==> src/hw/rtl/lrz_pkg.sv <==
`timescale 1ns / 1ps

package lrz_pkg;

    localparam int COORD_W  = 10;
    localparam int INK_W    = 8;
    localparam int CHUNK_W  = 4;
    localparam int ADDR_W   = 20;
    localparam int SCREEN_W = 1024;
    localparam int CHUNK    = 64;

    localparam int PROD_W = 2 * COORD_W;
    localparam int DCNT_W = $clog2(PROD_W);
    localparam int CNT_W  = (CHUNK > 1) ? $clog2(CHUNK) : 1;

    typedef enum logic [1:0] {
        S_IDLE,
        S_SETUP,
        S_DIV,
        S_RUN
    } t_state;

    // controller -> datapath
    typedef struct packed {
        logic load;
        logic mul;
        logic div_step;
        logic step;
    } t_dp_cmd;

    // datapath -> controller
    typedef struct packed {
        logic empty;
        logic div_done;
        logic last;
        logic out_free;
    } t_dp_sts;

endpackage

==> src/hw/rtl/lrz_ctrl.sv <==
`timescale 1ns / 1ps

module lrz_ctrl (
    input  logic             i_clk,
    input  logic             i_rst_n,
    input  logic             i_in_valid,
    output logic             o_in_ready,
    input  lrz_pkg::t_dp_sts i_sts,
    output lrz_pkg::t_dp_cmd o_cmd
);
    import lrz_pkg::*;

    t_state r_state;
    t_state n_state;

    always_ff @(posedge i_clk) begin
        if (!i_rst_n) begin
            r_state <= S_IDLE;
        end else begin
            r_state <= n_state;
        end
    end

    always_comb begin
        n_state = r_state;
        case (r_state)
            S_IDLE: begin
                if (i_in_valid) begin
                    n_state = S_SETUP;
                end
            end
            S_SETUP: begin
                n_state = i_sts.empty ? S_IDLE : S_DIV;
            end
            S_DIV: begin
                if (i_sts.div_done) begin
                    n_state = S_RUN;
                end
            end
            S_RUN: begin
                if (i_sts.out_free && i_sts.last) begin
                    n_state = S_IDLE;
                end
            end
            default: n_state = S_IDLE;
        endcase
    end

    always_comb begin
        o_in_ready = 1'b0;
        o_cmd      = '0;
        case (r_state)
            S_IDLE: begin
                o_in_ready = 1'b1;
                o_cmd.load = i_in_valid;
            end
            S_SETUP: begin
                o_cmd.mul = !i_sts.empty;
            end
            S_DIV: begin
                o_cmd.div_step = 1'b1;
            end
            S_RUN: begin
                o_cmd.step = i_sts.out_free;
            end
            default: begin
                o_in_ready = 1'b0;
            end
        endcase
    end

    assert property (@(posedge i_clk) disable iff (!i_rst_n)
        (r_state == S_DIV && !i_sts.div_done) |=> (r_state == S_DIV))
        else $error("division left early");

    assert property (@(posedge i_clk) disable iff (!i_rst_n)
        (r_state == S_SETUP && i_sts.empty) |=> (r_state == S_IDLE))
        else $error("empty chunk not dropped");

    assert property (@(posedge i_clk) disable iff (!i_rst_n)
        (r_state == S_RUN && i_sts.out_free && !i_sts.last) |=> (r_state == S_RUN))
        else $error("run ended before last pixel");

endmodule

==> src/hw/rtl/lrz_datapath.sv <==
`timescale 1ns / 1ps

module lrz_datapath (
    input  logic                         i_clk,
    input  logic                         i_rst_n,
    input  lrz_pkg::t_dp_cmd             i_cmd,
    output lrz_pkg::t_dp_sts             o_sts,
    input  logic [lrz_pkg::COORD_W-1:0]  i_start_x,
    input  logic [lrz_pkg::COORD_W-1:0]  i_start_y,
    input  logic [lrz_pkg::COORD_W-1:0]  i_end_x,
    input  logic [lrz_pkg::COORD_W-1:0]  i_end_y,
    input  logic [lrz_pkg::INK_W-1:0]    i_ink,
    input  logic [lrz_pkg::CHUNK_W-1:0]  i_chunk,
    output logic                         o_out_valid,
    input  logic                         i_out_ready,
    output logic [lrz_pkg::COORD_W-1:0]  o_pixel_x,
    output logic [lrz_pkg::COORD_W-1:0]  o_pixel_y,
    output logic [lrz_pkg::ADDR_W-1:0]   o_pixel_addr,
    output logic [lrz_pkg::INK_W-1:0]    o_pixel_ink,
    output logic                         o_chunk_last,
    output logic                         o_line_last
);
    import lrz_pkg::*;

    // line setup
    logic [COORD_W-1:0] r_x0, r_y0, r_y1, r_len, r_minor, r_i;
    logic               r_same, r_ymaj;
    logic [INK_W-1:0]   r_ink;
    logic [CNT_W-1:0]   r_cnt;
    // divider / DDA
    logic [PROD_W-1:0]  r_quo;
    logic [COORD_W-1:0] r_rem;
    logic [DCNT_W-1:0]  r_dcnt;
    // output word
    logic               r_out_valid;
    logic [COORD_W-1:0] r_px, r_py;
    logic [ADDR_W-1:0]  r_addr;
    logic [INK_W-1:0]   r_pink;
    logic               r_chunk_last, r_line_last;

    logic               swap_x, swap_y;
    logic [COORD_W-1:0] lx0, lx1, ly0, ly1, ldx, ldy;
    logic [31:0]        first;
    logic [COORD_W:0]   trial;
    logic               trial_ge;
    logic [COORD_W:0]   acc;
    logic               acc_ge;
    logic [COORD_W-1:0] q, q_ceil;
    logic [COORD_W-1:0] n_px, n_py;
    logic [ADDR_W-1:0]  n_addr;
    logic               is_line_last, is_last;

    always_comb begin
        swap_x = i_start_x > i_end_x;
        swap_y = i_start_y > i_end_y;
        lx0    = swap_x ? i_end_x : i_start_x;
        lx1    = swap_x ? i_start_x : i_end_x;
        ly0    = swap_y ? i_end_y : i_start_y;
        ly1    = swap_y ? i_start_y : i_end_y;
        ldx    = lx1 - lx0;
        ldy    = ly1 - ly0;
        first  = 32'(i_chunk) * 32'(CHUNK);
    end

    always_comb begin
        trial    = {r_rem, r_quo[PROD_W-1]};
        trial_ge = trial >= {1'b0, r_len};
        acc      = {1'b0, r_rem} + {1'b0, r_minor};
        acc_ge   = acc >= {1'b0, r_len};
        q        = r_quo[COORD_W-1:0];
        q_ceil   = q + COORD_W'(r_rem != '0);
    end

    always_comb begin
        if (r_ymaj) begin
            n_px = r_x0 + q;
            n_py = r_same ? (r_y0 + r_i) : (r_y1 - r_i);
        end else begin
            n_px = r_x0 + r_i;
            n_py = r_same ? (r_y0 + q) : (r_y1 - q_ceil);
        end
        n_addr       = ADDR_W'(32'(n_py) * 32'(SCREEN_W) + 32'(n_px));
        is_line_last = r_i == (r_len - COORD_W'(1));
        is_last      = is_line_last || (r_cnt == CNT_W'(CHUNK - 1));
    end

    always_comb begin
        o_sts.empty    = r_i >= r_len;
        o_sts.div_done = r_dcnt == DCNT_W'(PROD_W - 1);
        o_sts.last     = is_last;
        o_sts.out_free = !r_out_valid || i_out_ready;
    end

    always_ff @(posedge i_clk) begin
        if (i_cmd.load) begin
            r_x0    <= lx0;
            r_y0    <= ly0;
            r_y1    <= ly1;
            r_same  <= swap_x == swap_y;
            r_ymaj  <= ldy > ldx;
            r_len   <= (ldy > ldx) ? ldy : ldx;
            r_minor <= (ldy > ldx) ? ldx : ldy;
            r_ink   <= i_ink;
            r_i     <= COORD_W'(first);
            r_cnt   <= '0;
        end
        if (i_cmd.mul) begin
            r_quo  <= PROD_W'(r_minor) * PROD_W'(r_i);
            r_rem  <= '0;
            r_dcnt <= '0;
        end
        if (i_cmd.div_step) begin
            r_rem  <= trial_ge ? COORD_W'(trial - {1'b0, r_len}) : trial[COORD_W-1:0];
            r_quo  <= {r_quo[PROD_W-2:0], trial_ge};
            r_dcnt <= r_dcnt + DCNT_W'(1);
        end
        if (i_cmd.step) begin
            r_px         <= n_px;
            r_py         <= n_py;
            r_addr       <= n_addr;
            r_pink       <= r_ink;
            r_chunk_last <= is_last;
            r_line_last  <= is_line_last;
            r_i          <= r_i + COORD_W'(1);
            r_cnt        <= r_cnt + CNT_W'(1);
            r_rem        <= acc_ge ? COORD_W'(acc - {1'b0, r_len}) : acc[COORD_W-1:0];
            r_quo        <= PROD_W'(q + COORD_W'(acc_ge));
        end
    end

    always_ff @(posedge i_clk) begin
        if (!i_rst_n) begin
            r_out_valid <= 1'b0;
        end else if (i_cmd.step) begin
            r_out_valid <= 1'b1;
        end else if (i_out_ready) begin
            r_out_valid <= 1'b0;
        end
    end

    assign o_out_valid  = r_out_valid;
    assign o_pixel_x    = r_px;
    assign o_pixel_y    = r_py;
    assign o_pixel_addr = r_addr;
    assign o_pixel_ink  = r_pink;
    assign o_chunk_last = r_chunk_last;
    assign o_line_last  = r_line_last;

    assert property (@(posedge i_clk) disable iff (!i_rst_n)
        i_cmd.step |-> (r_i < r_len))
        else $error("step past end of line");

    assert property (@(posedge i_clk) disable iff (!i_rst_n)
        i_cmd.step |-> (r_rem < r_len))
        else $error("remainder out of range");

    assert property (@(posedge i_clk) disable iff (!i_rst_n)
        i_cmd.step |-> (!r_out_valid || i_out_ready))
        else $error("output word overwritten");

endmodule

==> src/hw/rtl/line_pixel_rasterizer.sv <==
`timescale 1ns / 1ps

// Line rasterizer: each input word gives two endpoints, a palette index and a
// chunk number, and yields up to CHUNK pixel words of that part of the line
// (far endpoint excluded, no clipping). An input is taken only while the
// block is idle. Per input: a setup state, then a bit-serial divider finds
// the minor-axis offset of the chunk's first step, then pixels follow one per
// cycle through an output register while that register is free to take them
// (up to 64 pixels). A chunk that lies past the end of the line, or a
// zero-length line, gives no pixel words.
module line_pixel_rasterizer (
    input  logic                         i_clk,
    input  logic                         i_rst_n,
    input  logic                         i_in_valid,
    output logic                         o_in_ready,
    input  logic [lrz_pkg::COORD_W-1:0]  i_start_x,
    input  logic [lrz_pkg::COORD_W-1:0]  i_start_y,
    input  logic [lrz_pkg::COORD_W-1:0]  i_end_x,
    input  logic [lrz_pkg::COORD_W-1:0]  i_end_y,
    input  logic [lrz_pkg::INK_W-1:0]    i_ink,
    input  logic [lrz_pkg::CHUNK_W-1:0]  i_chunk,
    output logic                         o_out_valid,
    input  logic                         i_out_ready,
    output logic [lrz_pkg::COORD_W-1:0]  o_pixel_x,
    output logic [lrz_pkg::COORD_W-1:0]  o_pixel_y,
    output logic [lrz_pkg::ADDR_W-1:0]   o_pixel_addr,
    output logic [lrz_pkg::INK_W-1:0]    o_pixel_ink,
    output logic                         o_chunk_last,
    output logic                         o_line_last
);
    import lrz_pkg::*;

    t_dp_cmd cmd;
    t_dp_sts sts;

    lrz_ctrl u_ctrl (
        .i_clk      (i_clk),
        .i_rst_n    (i_rst_n),
        .i_in_valid (i_in_valid),
        .o_in_ready (o_in_ready),
        .i_sts      (sts),
        .o_cmd      (cmd)
    );

    lrz_datapath u_dp (
        .i_clk        (i_clk),
        .i_rst_n      (i_rst_n),
        .i_cmd        (cmd),
        .o_sts        (sts),
        .i_start_x    (i_start_x),
        .i_start_y    (i_start_y),
        .i_end_x      (i_end_x),
        .i_end_y      (i_end_y),
        .i_ink        (i_ink),
        .i_chunk      (i_chunk),
        .o_out_valid  (o_out_valid),
        .i_out_ready  (i_out_ready),
        .o_pixel_x    (o_pixel_x),
        .o_pixel_y    (o_pixel_y),
        .o_pixel_addr (o_pixel_addr),
        .o_pixel_ink  (o_pixel_ink),
        .o_chunk_last (o_chunk_last),
        .o_line_last  (o_line_last)
    );

endmodule

==> config.mk <==
export PLATFORM = sky130hd
export DESIGN_NAME = line_pixel_rasterizer
export DESIGN_NICKNAME = d
export VERILOG_FILES = /design/src/hw/rtl/lrz_pkg.sv /design/src/hw/rtl/lrz_ctrl.sv /design/src/hw/rtl/lrz_datapath.sv /design/src/hw/rtl/line_pixel_rasterizer.sv
export SDC_FILE = /design/constraint.sdc
export NUM_CORES = 1
export LEC_CHECK = 0
export BUFFER_PORTS_ARGS = -buffer_cell sky130_fd_sc_hd__buf_2
export CAP_MARGIN = 20
export CORE_MARGIN = 4
export CORE_UTILIZATION = 50
export CTS_CLUSTER_DIAMETER = 60
export DETAILED_ROUTE_END_ITERATION = 12
export MAX_ROUTING_LAYER = met4
export PLACE_DENSITY = 0.75
export SETUP_SLACK_MARGIN = 0.4
export SYNTH_ARGS = -nofsm -noshare
export SYNTH_HDL_FRONTEND = slang
export SYNTH_SLANG_ARGS = --single-unit
==> constraint.sdc <==
create_clock -name i_clk -period 9 [get_ports i_clk]
set_clock_uncertainty 0.2 [all_clocks]
set_input_delay 2.7 -clock i_clk [delete_from_list [all_inputs] [get_ports i_clk]]
set_output_delay 2.7 -clock i_clk [all_outputs]
set_load 0.005 [all_outputs]
==> metrics.csv <==
metric,value,unit
final non-filler cell total,2118,
Max clock buf depth,2,
"Cell Area, Synth",0.0153,sq mm
Post-Syn Nets,1970,
Worst path slowest cell,o21a_1,
worst r2r path cells,20,
"Req. time, crit path",8.99,ns
Post-Synth XOR/XNOR Area,7.06,%
Fin Setup TNS,0,ns
"EDFF count, synth",141,
max-cap viol count,0,
R2R Path Start,u_dp.r_i[2]$_SDFFCE_PN0P_,
final hold vios,0,
Place WS,0.594,ns
# DRC,0,
Root Buffer Master,clkbuf_16,
Chip Width,183,microns
initial core utilization,51.1,%
CTS Buf Count,17,
critical path class,input port to flop,
Final HPWL DP,29.5,mm
most frequent cells in the layout,"195 x inv_1, 193 x nand2_1, 185 x ha_1",
Antenna Nets Post-Route,0,
largest net degree at the start of global routing,62,
"Async S/R FF share, synth",0,%
Slew Limit Headroom,40.6,%
Core ar.,0.0299,sq mm
CP Buf/Inv Count,5,
placed cells,2085,
Wirelength per Cell,18.3,microns
"Data arrival, critical path",8.00,ns
reg2reg setup slack,2.38,ns
port buffer count,107,
fraction of layout cells with a size suffix above 1,11.1,%
first-pass GRT wire length,63.0,mm
Filler cells,2655,
Synth Area in Simple Gates,14.3,%
Yosys reg bits,144,
Netlist cell types,81,
Most used DFF post-synth,edfxtp_1,
# setup viols final,0,
outcome,completed,
"Remaining Overflow, GRT",0,
Max Fanout on Critical Path,23,
"commonest non-fill, non-tap cell in the layout",inv_1,
clk sinks,144,
Clock Pin Slew Worst Setup and Hold Paths,0.08,ns
PwrDens,443,mW/mm^2
switching fraction of total power,47.2,%
leakage,7.58,nW
register area share after synthesis,28.1,%
Compound-Gate Fraction of Synth Area,14.8,%
family with the most delay on the worst path,compound AO/OA/AOI/OAI gates,
vias,12200,
endpoint class of the critical path,flop,
Tot GR Track Use,24.1,%
total I/O pin count,108,
part of the power in registers,18.5,%
Worst Hold Path Cells,0,
Tightest Hold Check Type,flop to flop,
worst min-delay path endpoint,u_dp.o_pixel_ink[4]$_DFFE_PP_,
hold buffer count at cts,0,
initial antenna violation count,1,
clock share of power,10.1,%
Slew @ Worst Pin,0.891,ns
via/cell ratio,5.77,
Die Height,183,microns
Comb pwr share,71.5,%
Mean Syn Cell Area,9.21,sq um
placed cell area,0.0160,sq mm
post-CTS setup buffers,0,
hold wc startpoint,u_dp.r_ink[4]$_DFFE_PP_,
vias in the first global route,12100,
H-tree levels,4,
die area,0.0334,sq mm
row count,63,
minimum clock period,8.01,ns
post-route setup slack,0.989,ns
number of synthesis warnings,0,
Max Slew Vio Count,0,
CTS tree,yes,
Max Clock Freq,0.125,GHz
Critical R2R Capture,u_dp.r_quo[19]$_SDFFCE_PP0P_,
critical path cell sequence,"buf_2, inv_1, ha_1, nand3_1, o31ai_1, o21a_1, o31a_1, ha_1, nand2_1, a31o_2, nand3_1, nor4_1, a211oi_1, inv_1, ha_1, and4_1, nand2_1, o211ai_1, o22ai_1, buf_4, inv_1, mux2_2",
Final nets,2026,
final wirelength,38.8,mm
Critical Path Source Type,input port,
Sw Pwr,0.00348,W
Area Overhead vs Synth,8.81,%
fin area,0.0166,sq mm
Skew-Pair Late Insertion Delay,0.45,ns
Int Pwr,0.00388,W
Syn Inst Count,1658,
post-CTS sizing,0,
Detailed Route Iter0 Violations,1058,
VDD IR-drop max,409,uV
RSZ-0062 raised after global routing,no,
GP Congestion,0.931,
Final Cycle Share,89.0,%
adder-cell share of the synthesized area,24.5,%
CP peak stage delay,0.74,ns
main combinational cell family by area after synthesis,adder cells,
DR pass1 iterations,5,
mux cell area share after synthesis,3.80,%
==> state kept, by name, summed over array words and instances, names as in the netlist, 5 cells and up, named ones only <==
signal and count:
u_dp.o_pixel_ink 8, u_dp.o_pixel_addr 20, u_dp.r_len 10, u_dp.r_y0 10, u_dp.r_quo 20, u_dp.r_rem 10
u_dp.r_dcnt 5, u_dp.r_x0 10, u_dp.r_ink 8, u_dp.r_minor 10, u_dp.r_i 10, u_dp.r_y1 10
u_dp.r_cnt 6
==> synthesized netlist by cell type (9+ instances only) <==
master    count  area share, %
inv_1       195            4.8
nand2_1     193            4.7
ha_1        185             15
edfxtp_1    141             28
o21ai_0     100            3.3
xnor2_1      88            5.0
a21oi_1      78            2.6
nor2_1       72            1.8
fa_1         71            9.3
and2_1       51            2.1
clkbuf_1     50            1.2
a21o_1       37            1.8
xor2_1       35            2.0
nand3_1      32            1.0
mux2i_1      31            2.0
buf_4        21            1.0
nor2b_1      21           0.86
nor3_1       18           0.59
nand2b_1     16           0.66
a31oi_1      14           0.57
o22ai_1      14           0.57
o21bai_1     12           0.59
nand4_1      11           0.45
o211ai_1     11           0.54
o21a_1        9           0.44
o21ai_1       9           0.30
==> worst register-to-register path, delay by kind of cell (launching register included) <==
| kind | cells | cell delay [ns] |
|---|---|---|
| and+or+nand+nor | 1 | 0.19 |
| buffers and inverters | 4 | 0.22 |
| AOI/OAI and AO/OA | 8 | 1.75 |
| DFF | 1 | 0.88 |
| adders and majority gates | 6 | 2.99 |
| xor gates and xnor gates | 1 | 0.16 |
==> final cells by class <==
type,count,area (sq um),share of cell area [%]
Multi-Input combinational cell,1235,9840,59.3
Sequential cell,144,4290,25.9
Inverter,196,736,4.43
Timing Repair Buffer,120,633,3.81
Tap cell,390,488,2.94
Clock buffer,17,425,2.56
Clock inverter,15,189,1.14
Antenna cell,1,2.50,0.0151
==> cell families after synthesis <==
family | after synthesis
compound gates | 354
xor+xnor | 123
fa+ha+maj | 256
buf+inv | 279
flops | 144
mux | 47
simple gates | 455
==> how the worst max path moves through the flow <==
stage,startpoint,end,cells after the start
finish,i_end_x[5],u_dp.r_len[3]$_DFFE_PP_,22
global route,i_end_x[5],u_dp.r_len[3]$_DFFE_PP_,22
CTS,i_end_x[5],u_dp.r_len[3]$_DFFE_PP_,22
detailed placement,i_end_x[5],u_dp.r_len[3]$_DFFE_PP_,22
global placement,i_end_x[5],u_dp.r_len[3]$_DFFE_PP_,22
floorplan,i_end_x[7],u_dp.r_len[8]$_DFFE_PP_,23
==> power by group through the flow <==
stage / registers [W] / clock network, W / logic (W)
floorplan: 0.00121 / 0 / 0.00424
global placement: 0.00135 / 0 / 0.00498
detailed placement: 0.00136 / 0 / 0.00517
CTS: 0.00135 / 0.000746 / 0.00523
global route: 0.00137 / 0.000781 / 0.00600
finish: 0.00136 / 0.000741 / 0.00526
==> metrics by stage <==
step / total power [W] / hold slack, ns / utilization, %
global placement: 0.00634 / 0.201 / 53.5
CTS: 0.00732 / 0.229 / 55.6
finish: 0.00736 / 0.227 / 55.6
floorplan: 0.00545 / 0.200 / -
detailed placement: 0.00653 / 0.210 / 53.5
global route: 0.00815 / 0.237 / 55.6
==> routing by layer <==
| metal | wire length [microns] | part of all wire [%] | vias up | track usage (%) |
|---|---|---|---|---|
| li1 | - | - | 5868 | - |
| met1 | 17200 | 44 | 5886 | 32.0 |
| met2 | 17900 | 46 | 416 | 38.0 |
| met3 | 2690 | 6.9 | 60 | 3.69 |
| met4 | 1040 | 2.7 | 0 | 7.93 |
| met5 | 0 | 0 | - | - |
Power figures use the tool's default switching activity.
